`config.mk`:
```
export PLATFORM = sky130hd
export DESIGN_NAME = linear_interp_resampler_flat
export DESIGN_NICKNAME = d
export VERILOG_FILES = /design/src/design/lir_pkg.sv /design/src/design/lir_if.sv /design/src/design/linear_interp_resampler.sv /design/src/design/lir_ctrl.sv /design/src/design/lir_dp.sv /design/src/flat_wrapper.sv
export SDC_FILE = /design/constraint.sdc
export NUM_CORES = 2
export LEC_CHECK = 0
export ABC_AREA = 1
export BUFFER_PORTS_ARGS = -buffer_cell sky130_fd_sc_hd__buf_2
export CORE_ASPECT_RATIO = 0.6
export CORE_UTILIZATION = 59
export DETAILED_ROUTE_END_ITERATION = 6
export PLACE_DENSITY = 0.77
export SLEW_MARGIN = 20
export SYNTH_ARGS = -nofsm -noshare
export SYNTH_HDL_FRONTEND = slang
export SYNTH_SLANG_ARGS = --single-unit
```
`constraint.sdc`:
```
create_clock -name clk -period 7.79 [get_ports clk]
set_clock_uncertainty 0.05 [all_clocks]
set_input_delay 1.558 -clock clk [delete_from_list [all_inputs] [get_ports clk]]
set_output_delay 1.558 -clock clk [all_outputs]
set_load 0.005 [all_outputs]
```
`src/design/lir_pkg.sv`:
```
package lir_pkg;

  localparam int SAMPLE_W = 16;
  localparam int STEP_W   = 19;
  localparam int PH_W     = 20;
  localparam int FRAC_W   = 16;
  localparam int PROD_W   = 34;
  localparam int ADDR_W   = 3;

  localparam logic [PH_W-1:0]   ONE_PHASE = 20'h10000;
  localparam logic [STEP_W-1:0] MIN_STEP  = 19'd5461;

  localparam logic [STEP_W-1:0] STEP_RESET   = 19'd65536;
  localparam logic              STEREO_RESET = 1'b1;

  typedef enum logic {
    REG_PHASE_STEP = 1'b0,
    REG_STEREO     = 1'b1
  } reg_idx_t;

  typedef enum logic {
    OP_PUSH  = 1'b0,
    OP_FLUSH = 1'b1
  } op_t;

  typedef enum logic {
    S_IDLE = 1'b0,
    S_RUN  = 1'b1
  } state_t;

  typedef struct packed {
    logic load_push;
    logic load_flush;
    logic issue;
    logic finish;
  } cmd_t;

  typedef struct packed {
    logic below_one;
    logic stall;
  } sts_t;

  function automatic logic signed [SAMPLE_W-1:0] sat16(input logic signed [18:0] v);
    if (v > 19'sd32767) begin
      return 16'sh7fff;
    end else if (v < -19'sd32768) begin
      return 16'sh8000;
    end else begin
      return v[SAMPLE_W-1:0];
    end
  endfunction

endpackage

```
`src/design/lir_if.sv`:
```
interface lir_in_if;
  logic              valid;
  logic              ready;
  logic              op;
  logic signed [15:0] in_left;
  logic signed [15:0] in_right;

  modport source(output valid, op, in_left, in_right, input ready);
  modport sink(input valid, op, in_left, in_right, output ready);
endinterface

interface lir_out_if;
  logic              valid;
  logic              ready;
  logic signed [15:0] out_left;
  logic signed [15:0] out_right;
  logic              last;

  modport source(output valid, out_left, out_right, last, input ready);
  modport sink(input valid, out_left, out_right, last, output ready);
endinterface

```
`src/design/linear_interp_resampler.sv`:
```
// An input item's first output frame passes through the run state, the
// product register and the output register. An input frame makes 0..13
// outputs, one per cycle through a multiply stage and a registered output;
// back-pressure stalls the issue loop. Items are taken only while idle.
// Reset (rst, synchronous): phase 0, history 0, priming on, phase_step 65536,
// stereo_input 1, no output pending.
module linear_interp_resampler (
  input  logic                        clk,
  input  logic                        rst,
  lir_in_if.sink                      in_ch,
  lir_out_if.source                   out_ch,
  input  logic                        psel,
  input  logic                        penable,
  input  logic                        pwrite,
  input  logic [lir_pkg::ADDR_W-1:0]  paddr,
  input  logic [31:0]                 pwdata,
  output logic [31:0]                 prdata,
  output logic                        pready
);
  import lir_pkg::*;

  logic [STEP_W-1:0] phase_step;
  logic              stereo_input;
  logic              cfg_wr;
  reg_idx_t          reg_idx;
  cmd_t              cmd;
  sts_t              sts;

  assign pready  = 1'b1;
  assign cfg_wr  = psel && penable && pwrite;
  assign reg_idx = reg_idx_t'(paddr[2]);

  always_ff @(posedge clk) begin
    if (rst) begin
      phase_step   <= STEP_RESET;
      stereo_input <= STEREO_RESET;
    end else if (cfg_wr) begin
      unique case (reg_idx)
        REG_PHASE_STEP: phase_step   <= pwdata[STEP_W-1:0];
        REG_STEREO:     stereo_input <= pwdata[0];
        default:        ;
      endcase
    end
  end

  always_comb begin
    unique case (reg_idx)
      REG_PHASE_STEP: prdata = {{(32-STEP_W){1'b0}}, phase_step};
      REG_STEREO:     prdata = {31'b0, stereo_input};
      default:        prdata = '0;
    endcase
  end

  lir_ctrl u_ctrl (
    .clk      (clk),
    .rst      (rst),
    .in_valid (in_ch.valid),
    .in_op    (in_ch.op),
    .in_ready (in_ch.ready),
    .sts      (sts),
    .cmd      (cmd)
  );

  lir_dp u_dp (
    .clk          (clk),
    .rst          (rst),
    .cmd          (cmd),
    .sts          (sts),
    .phase_step   (phase_step),
    .stereo_input (stereo_input),
    .in_left      (in_ch.in_left),
    .in_right     (in_ch.in_right),
    .out_valid    (out_ch.valid),
    .out_ready    (out_ch.ready),
    .out_left     (out_ch.out_left),
    .out_right    (out_ch.out_right),
    .out_last     (out_ch.last)
  );

endmodule

```
`src/design/lir_ctrl.sv`:
```
module lir_ctrl (
  input  logic          clk,
  input  logic          rst,
  input  logic          in_valid,
  input  logic          in_op,
  output logic          in_ready,
  input  lir_pkg::sts_t sts,
  output lir_pkg::cmd_t cmd
);
  import lir_pkg::*;

  state_t state;
  state_t state_next;

  always_ff @(posedge clk) begin
    if (rst) begin
      state <= S_IDLE;
    end else begin
      state <= state_next;
    end
  end

  always_comb begin
    state_next = state;
    unique case (state)
      S_IDLE: begin
        if (in_valid && in_op == OP_PUSH) state_next = S_RUN;
      end
      S_RUN: begin
        if (!sts.stall && !sts.below_one) state_next = S_IDLE;
      end
      default: state_next = S_IDLE;
    endcase
  end

  always_comb begin
    cmd      = '0;
    in_ready = 1'b0;
    unique case (state)
      S_IDLE: begin
        in_ready       = 1'b1;
        cmd.load_push  = in_valid && in_op == OP_PUSH;
        cmd.load_flush = in_valid && in_op == OP_FLUSH;
      end
      S_RUN: begin
        // one output frame issued per cycle while the phase is below one and the output is not stalled
        cmd.issue  = !sts.stall && sts.below_one;
        cmd.finish = !sts.stall && !sts.below_one;
      end
      default: begin
        in_ready = 1'b0;
      end
    endcase
  end

  a_no_accept_in_run: assert property (@(posedge clk) disable iff (rst)
    state == S_RUN |-> !in_ready)
    else $error("input taken while frame in progress");

  a_cmd_exclusive: assert property (@(posedge clk) disable iff (rst)
    $countones(cmd) <= 1)
    else $error("more than one command at once");

  a_finish_to_idle: assert property (@(posedge clk) disable iff (rst)
    cmd.finish |=> state == S_IDLE)
    else $error("finish did not return to idle");

endmodule

```
`src/design/lir_dp.sv`:
```
module lir_dp (
  input  logic                                     clk,
  input  logic                                     rst,
  input  lir_pkg::cmd_t                            cmd,
  output lir_pkg::sts_t                            sts,
  input  logic        [lir_pkg::STEP_W-1:0]        phase_step,
  input  logic                                     stereo_input,
  input  logic signed [lir_pkg::SAMPLE_W-1:0]      in_left,
  input  logic signed [lir_pkg::SAMPLE_W-1:0]      in_right,
  output logic                                     out_valid,
  input  logic                                     out_ready,
  output logic signed [lir_pkg::SAMPLE_W-1:0]      out_left,
  output logic signed [lir_pkg::SAMPLE_W-1:0]      out_right,
  output logic                                     out_last
);
  import lir_pkg::*;

  logic        [STEP_W-1:0]   phase;
  logic        [PH_W-1:0]     ph;
  logic                       need_prime;
  logic signed [SAMPLE_W-1:0] cur_l;
  logic signed [SAMPLE_W-1:0] cur_r;
  logic signed [SAMPLE_W-1:0] prev_l;
  logic signed [SAMPLE_W-1:0] prev_r;

  logic signed [PROD_W-1:0]   prod_l;
  logic signed [PROD_W-1:0]   prod_r;
  logic                       p_valid;
  logic                       p_last;

  logic        [STEP_W-1:0]   step;
  logic        [PH_W-1:0]     ph_add;
  logic signed [SAMPLE_W-1:0] sel_r;
  logic signed [SAMPLE_W:0]   diff_l;
  logic signed [SAMPLE_W:0]   diff_r;
  logic signed [FRAC_W:0]     frac;
  logic signed [18:0]         sum_l;
  logic signed [18:0]         sum_r;
  logic                       stall;

  assign step   = (phase_step < MIN_STEP) ? MIN_STEP : phase_step;
  assign ph_add = ph + {1'b0, step};
  assign sel_r  = stereo_input ? in_right : in_left;
  assign diff_l = {cur_l[SAMPLE_W-1], cur_l} - {prev_l[SAMPLE_W-1], prev_l};
  assign diff_r = {cur_r[SAMPLE_W-1], cur_r} - {prev_r[SAMPLE_W-1], prev_r};
  assign frac   = $signed({1'b0, ph[FRAC_W-1:0]});

  // prev + floor(diff * frac / 65536): arithmetic shift of the product
  assign sum_l = {{3{prev_l[SAMPLE_W-1]}}, prev_l}
               + {prod_l[PROD_W-1], prod_l[PROD_W-1:FRAC_W]};
  assign sum_r = {{3{prev_r[SAMPLE_W-1]}}, prev_r}
               + {prod_r[PROD_W-1], prod_r[PROD_W-1:FRAC_W]};

  assign stall         = out_valid && !out_ready;
  assign sts.stall     = stall;
  assign sts.below_one = ph < ONE_PHASE;

  always_ff @(posedge clk) begin
    if (rst) begin
      phase      <= '0;
      need_prime <= 1'b1;
      prev_l     <= '0;
      prev_r     <= '0;
    end else begin
      if (cmd.load_flush) begin
        phase      <= '0;
        need_prime <= 1'b1;
      end
      if (cmd.load_push) begin
        need_prime <= 1'b0;
        if (need_prime) begin
          prev_l <= in_left;
          prev_r <= sel_r;
        end
      end
      if (cmd.finish) begin
        phase  <= STEP_W'(ph - ONE_PHASE);
        prev_l <= cur_l;
        prev_r <= cur_r;
      end
    end
  end

  always_ff @(posedge clk) begin
    if (cmd.load_push) begin
      cur_l <= in_left;
      cur_r <= sel_r;
      ph    <= {1'b0, phase};
    end else if (cmd.issue) begin
      ph <= ph_add;
    end
    if (cmd.issue) begin
      prod_l <= PROD_W'(diff_l) * PROD_W'(frac);
      prod_r <= PROD_W'(diff_r) * PROD_W'(frac);
      p_last <= ph_add >= ONE_PHASE;
    end
    if (!stall && p_valid) begin
      out_left  <= sat16(sum_l);
      out_right <= sat16(sum_r);
      out_last  <= p_last;
    end
  end

  always_ff @(posedge clk) begin
    if (rst) begin
      p_valid   <= 1'b0;
      out_valid <= 1'b0;
    end else begin
      if (!stall) begin
        p_valid   <= cmd.issue;
        out_valid <= p_valid;
      end
    end
  end

  a_issue_ok: assert property (@(posedge clk) disable iff (rst)
    cmd.issue |-> !stall && ph < ONE_PHASE)
    else $error("issue while stalled or phase past one");

  a_prod_held: assert property (@(posedge clk) disable iff (rst)
    p_valid && stall |=> p_valid)
    else $error("product dropped during stall");

  a_finish_drained: assert property (@(posedge clk) disable iff (rst)
    cmd.finish |-> ph >= ONE_PHASE)
    else $error("finish with phase below one");

  a_flush_clears: assert property (@(posedge clk) disable iff (rst)
    cmd.load_flush |=> need_prime && phase == '0)
    else $error("flush did not clear phase");

endmodule

```
`src/flat_wrapper.sv`:
```
// flat-port wrapper written by rule: the top's interface ports become plain ports
module linear_interp_resampler_flat import lir_pkg::*;
  (clk, rst, psel, penable, pwrite, paddr, pwdata, prdata, pready, in_ch_valid, in_ch_op, in_ch_in_left, in_ch_in_right, in_ch_ready, out_ch_valid, out_ch_out_left, out_ch_out_right, out_ch_last, out_ch_ready);
  lir_in_if in_ch_i ();
  lir_out_if out_ch_i ();
  input  logic clk;
  input  logic rst;
  input  logic psel;
  input  logic penable;
  input  logic pwrite;
  input  logic [lir_pkg::ADDR_W-1:0] paddr;
  input  logic [31:0] pwdata;
  output logic [31:0] prdata;
  output logic pready;
  input wire logic [$bits(in_ch_i.valid)-1:0] in_ch_valid;
  input wire logic [$bits(in_ch_i.op)-1:0] in_ch_op;
  input wire logic [$bits(in_ch_i.in_left)-1:0] in_ch_in_left;
  input wire logic [$bits(in_ch_i.in_right)-1:0] in_ch_in_right;
  output wire logic [$bits(in_ch_i.ready)-1:0] in_ch_ready;
  output wire logic [$bits(out_ch_i.valid)-1:0] out_ch_valid;
  output wire logic [$bits(out_ch_i.out_left)-1:0] out_ch_out_left;
  output wire logic [$bits(out_ch_i.out_right)-1:0] out_ch_out_right;
  output wire logic [$bits(out_ch_i.last)-1:0] out_ch_last;
  input wire logic [$bits(out_ch_i.ready)-1:0] out_ch_ready;
  assign in_ch_i.valid = in_ch_valid;
  assign in_ch_i.op = in_ch_op;
  assign in_ch_i.in_left = in_ch_in_left;
  assign in_ch_i.in_right = in_ch_in_right;
  assign in_ch_ready = in_ch_i.ready;
  assign out_ch_valid = out_ch_i.valid;
  assign out_ch_out_left = out_ch_i.out_left;
  assign out_ch_out_right = out_ch_i.out_right;
  assign out_ch_last = out_ch_i.last;
  assign out_ch_i.ready = out_ch_ready;
  linear_interp_resampler u_core (.clk(clk), .rst(rst), .in_ch(in_ch_i), .out_ch(out_ch_i), .psel(psel), .penable(penable), .pwrite(pwrite), .paddr(paddr), .pwdata(pwdata), .prdata(prdata), .pready(pready));
endmodule
```
==> flow_summary.toml <==
[outcome]
status = "finished clean"

[run]
maxCapViolCount = 0

[synthesis]
synth_flop_cell = "edfxtp_1"
netlist_instances = 4369
synth_area_leader_cell = "fa_1"
synthTopCellsByArea = "fa_1 (32%), inv_1 (11%), edfxtp_1 (11%)"
synth.distinct_cells = 62
netlist_area_sq_mm = 0.0342
ys_top_cells_by_count = "inv_1 (986), nand2_1 (897), fa_1 (547)"
synth_top_area_share_pct = 32.0
async_flop_share_pct = 0
yosysSeqAreaShare_pct = 15.1
avgSynthCellArea_sq_um = 7.83
synth_warnings = 0
synth-seq-cells = 197
synth_most_common_cell = "inv_1"
synth_edf_count = 121

[cells_and_area]
drive_above_1_share_pct = 9.12
nFillCells = 5025
syn_to_final_growth_pct = 7.89
nets = 5397
final_util_pct = 65.3
antenna_cells = 0

[timing]
maxSlewViolCount = 0
max_freq_ghz = 0.132
tightest_slew_ps = 1100
hold_viol = 0
post-route-min-period_ps = 7560
holdWs_ps = 384
finalCritPeriodShare_pct = 97.1
setup_viol_count_final = 0
slew_headroom_pct = 25.9

[clock_network]
cts_buffers = 17
clk_pin_slew_ps = 80
cts_sinks = 197
clock_latency_ps = 480
cts_tree = "done"
cts_root_buffer = "clkbuf_16"
clockBufferDepth = 2
h-tree-depth = 4

[floorplan]
fp.dieH_um = 189
num_io_pins = 143
die_w_um = 313
dieArea_sq_mm = 0.0590
start_util_pct = 60.5
design.core.area_sq_mm = 0.0565
rows = 67

[routing]
num_vias = 29600
drtPass1Iterations = 6
drt_iter0_markers = 3776
drc = 0
wirelength_um = 104000
via_per_inst = 5.60
wl_per_cell_um = 19.6
postRouteAntennaNets = 0

[critical_path]
crit_family = "adder cells"
cp_slowest_stage_delay_ps = 620
path_max_fanout = 5
cp-start-kind = "flip-flop"
cp_data_required_time_ps = 7980
critPathArrivalTime_ps = 7750
crit_slowest_cell = "fa_1"
cpMostUsedCell = "fa_1"
worstSetupEndpointType = "flip-flop"
critPathBufInv = 6
crit_type = "reg -> reg"

[global_routing]
grt_antenna_before_repair = 0
grt_pass1_wl_um = 162000
grt_max_degree = 58
track_usage_pct = 36.1
gr-total-overflow = 0
grt_pass1_vias = 28300

[placed_design]
dpl.hpwl_um = 87100
port-buffer-count = 113
gp_congestion = 1.07

[worst_hold_path]
hold_path.class = "reg -> reg"
[per-stage QoR]
step | std cells | cell area [sq um] | TNS, ps | setup WS, ps
after floorplan | 4381 | 34300 | 0 | 723
after global placement | 5252 | 36200 | 0 | 244
after detailed placement | 5252 | 36200 | 0 | 139
after CTS | 5284 | 36700 | 0 | 104
after global routing | 5288 | 36900 | -84.8 | -43.2
final | 5288 | 36900 | 0 | 225
[routing by layer]
metal	wire [um]	track usage, %	share of wire (%)	vias to the layer above
met5	317	2.44	0.31	-
met4	1680	5.76	1.6	4
met3	17900	17.0	17	124
met2	35700	42.8	34	1794
met1	48100	58.0	46	14100
li1	-	-	-	13500
[area by class of cell]
cell class / instances / area [sq um] / share of cell area, %
clock inverters: 15 / 159 / 0.431
clock buffers: 17 / 425 / 1.15
repair buffers: 248 / 1600 / 4.32
well taps: 759 / 950 / 2.57
multi-input cells: 3042 / 24800 / 67.3
inverters: 1010 / 3800 / 10.3
flip-flops and latches: 197 / 5160 / 14.0
[repair_timing]
| item | in CTS | in global routing |
|---|---|---|
| setup endpoints to repair | 0 | 31 |
| setup buffers | 0 | 4 |
| hold buffers | 0 | 0 |
| resized for setup | 0 | 41 |
[flip-flops by register name (all words and copies together), names as in the netlist]
signal and flops:
u_core.u_dp.out_left 16, u_core.u_dp.out_right 16, u_core.stereo_input 1, u_core.u_ctrl.state 1, u_core.u_dp.ph 20, u_core.phase_step 19
u_core.u_dp.need_prime 1, u_core.u_dp.p_last 1, u_core.u_dp.phase 19, u_core.u_dp.p_valid 1, u_core.u_dp.prev_l 16, u_core.u_dp.prev_r 16
u_core.u_dp.prod_l 18, u_core.u_dp.prod_r 18, u_core.u_dp.out_last 1, u_core.u_dp.cur_l 16, u_core.u_dp.out_valid 1, u_core.u_dp.cur_r 16
[worst reg2reg max path: cells and delay by family, from the launching register on]
kind / cells / cell delay [ps]
and+or+nand+nor: 5 / 900
buffers and inverters: 6 / 490
xor gates and xnor gates: 1 / 330
DFF: 1 / 420
adders and majority gates: 8 / 3900
AOI/OAI and AO/OA: 6 / 1270
[worst paths after layout]
| check | from | to | slack, ps | depth (start not counted) |
|---|---|---|---|---|
| worst max-delay path | u_core.u_dp.cur_l[4]$_DFFE_PP_ | u_core.u_dp.prod_l[27]$_DFFE_PP_ | 230 | 26 |
| worst min-delay path | u_core.u_dp.p_last$_DFFE_PP_ | u_core.u_dp.out_last$_DFFE_PP_ | 380 | 0 |
| worst max register to register | u_core.u_dp.cur_l[4]$_DFFE_PP_ | u_core.u_dp.prod_l[27]$_DFFE_PP_ | 230 | 26 |
| worst min register to register | u_core.u_dp.p_last$_DFFE_PP_ | u_core.u_dp.out_last$_DFFE_PP_ | 380 | 0 |
[layout by cell type, fill, tap and decap left out, types with 9 or more instances in the layout]
cell,instances
dfxtp_1,75
conb_1,14
edfxtp_1,121
mux2_2,13
a21oi_1,177
nand2_1,892
o21bai_1,9
nand4_1,20
o21ai_0,123
nand2_4,10
nor3_1,23
ha_1,257
nor2_1,432
nand2_2,32
or2_2,9
inv_2,13
nand3_1,223
buf_2,113
inv_1,984
clkinv_1,11
a31oi_1,43
buf_4,133
nand3b_1,10
fa_1,541
a21o_1,12
clkbuf_16,17
xnor2_1,38
xor2_1,53
[cells by family (layout without fill, tap and decap cells)]
family | after synthesis | count (layout) | synth area share, %
simple gates | 1697 | 1697 | 20.6
xor+xnor | 93 | 93 | 2.49
other cells | 2 | 14 | 0.0220
buf+inv | 1142 | 1290 | 12.9
mux | 13 | 13 | 0.428
compound gates | 419 | 419 | 6.97
flops | 197 | 197 | 15.1
fa+ha+maj | 806 | 806 | 41.5
Power is left out: the tool's default activity adds up to more than one toggle a clock period on the data nets, which glitch-free logic cannot reach.
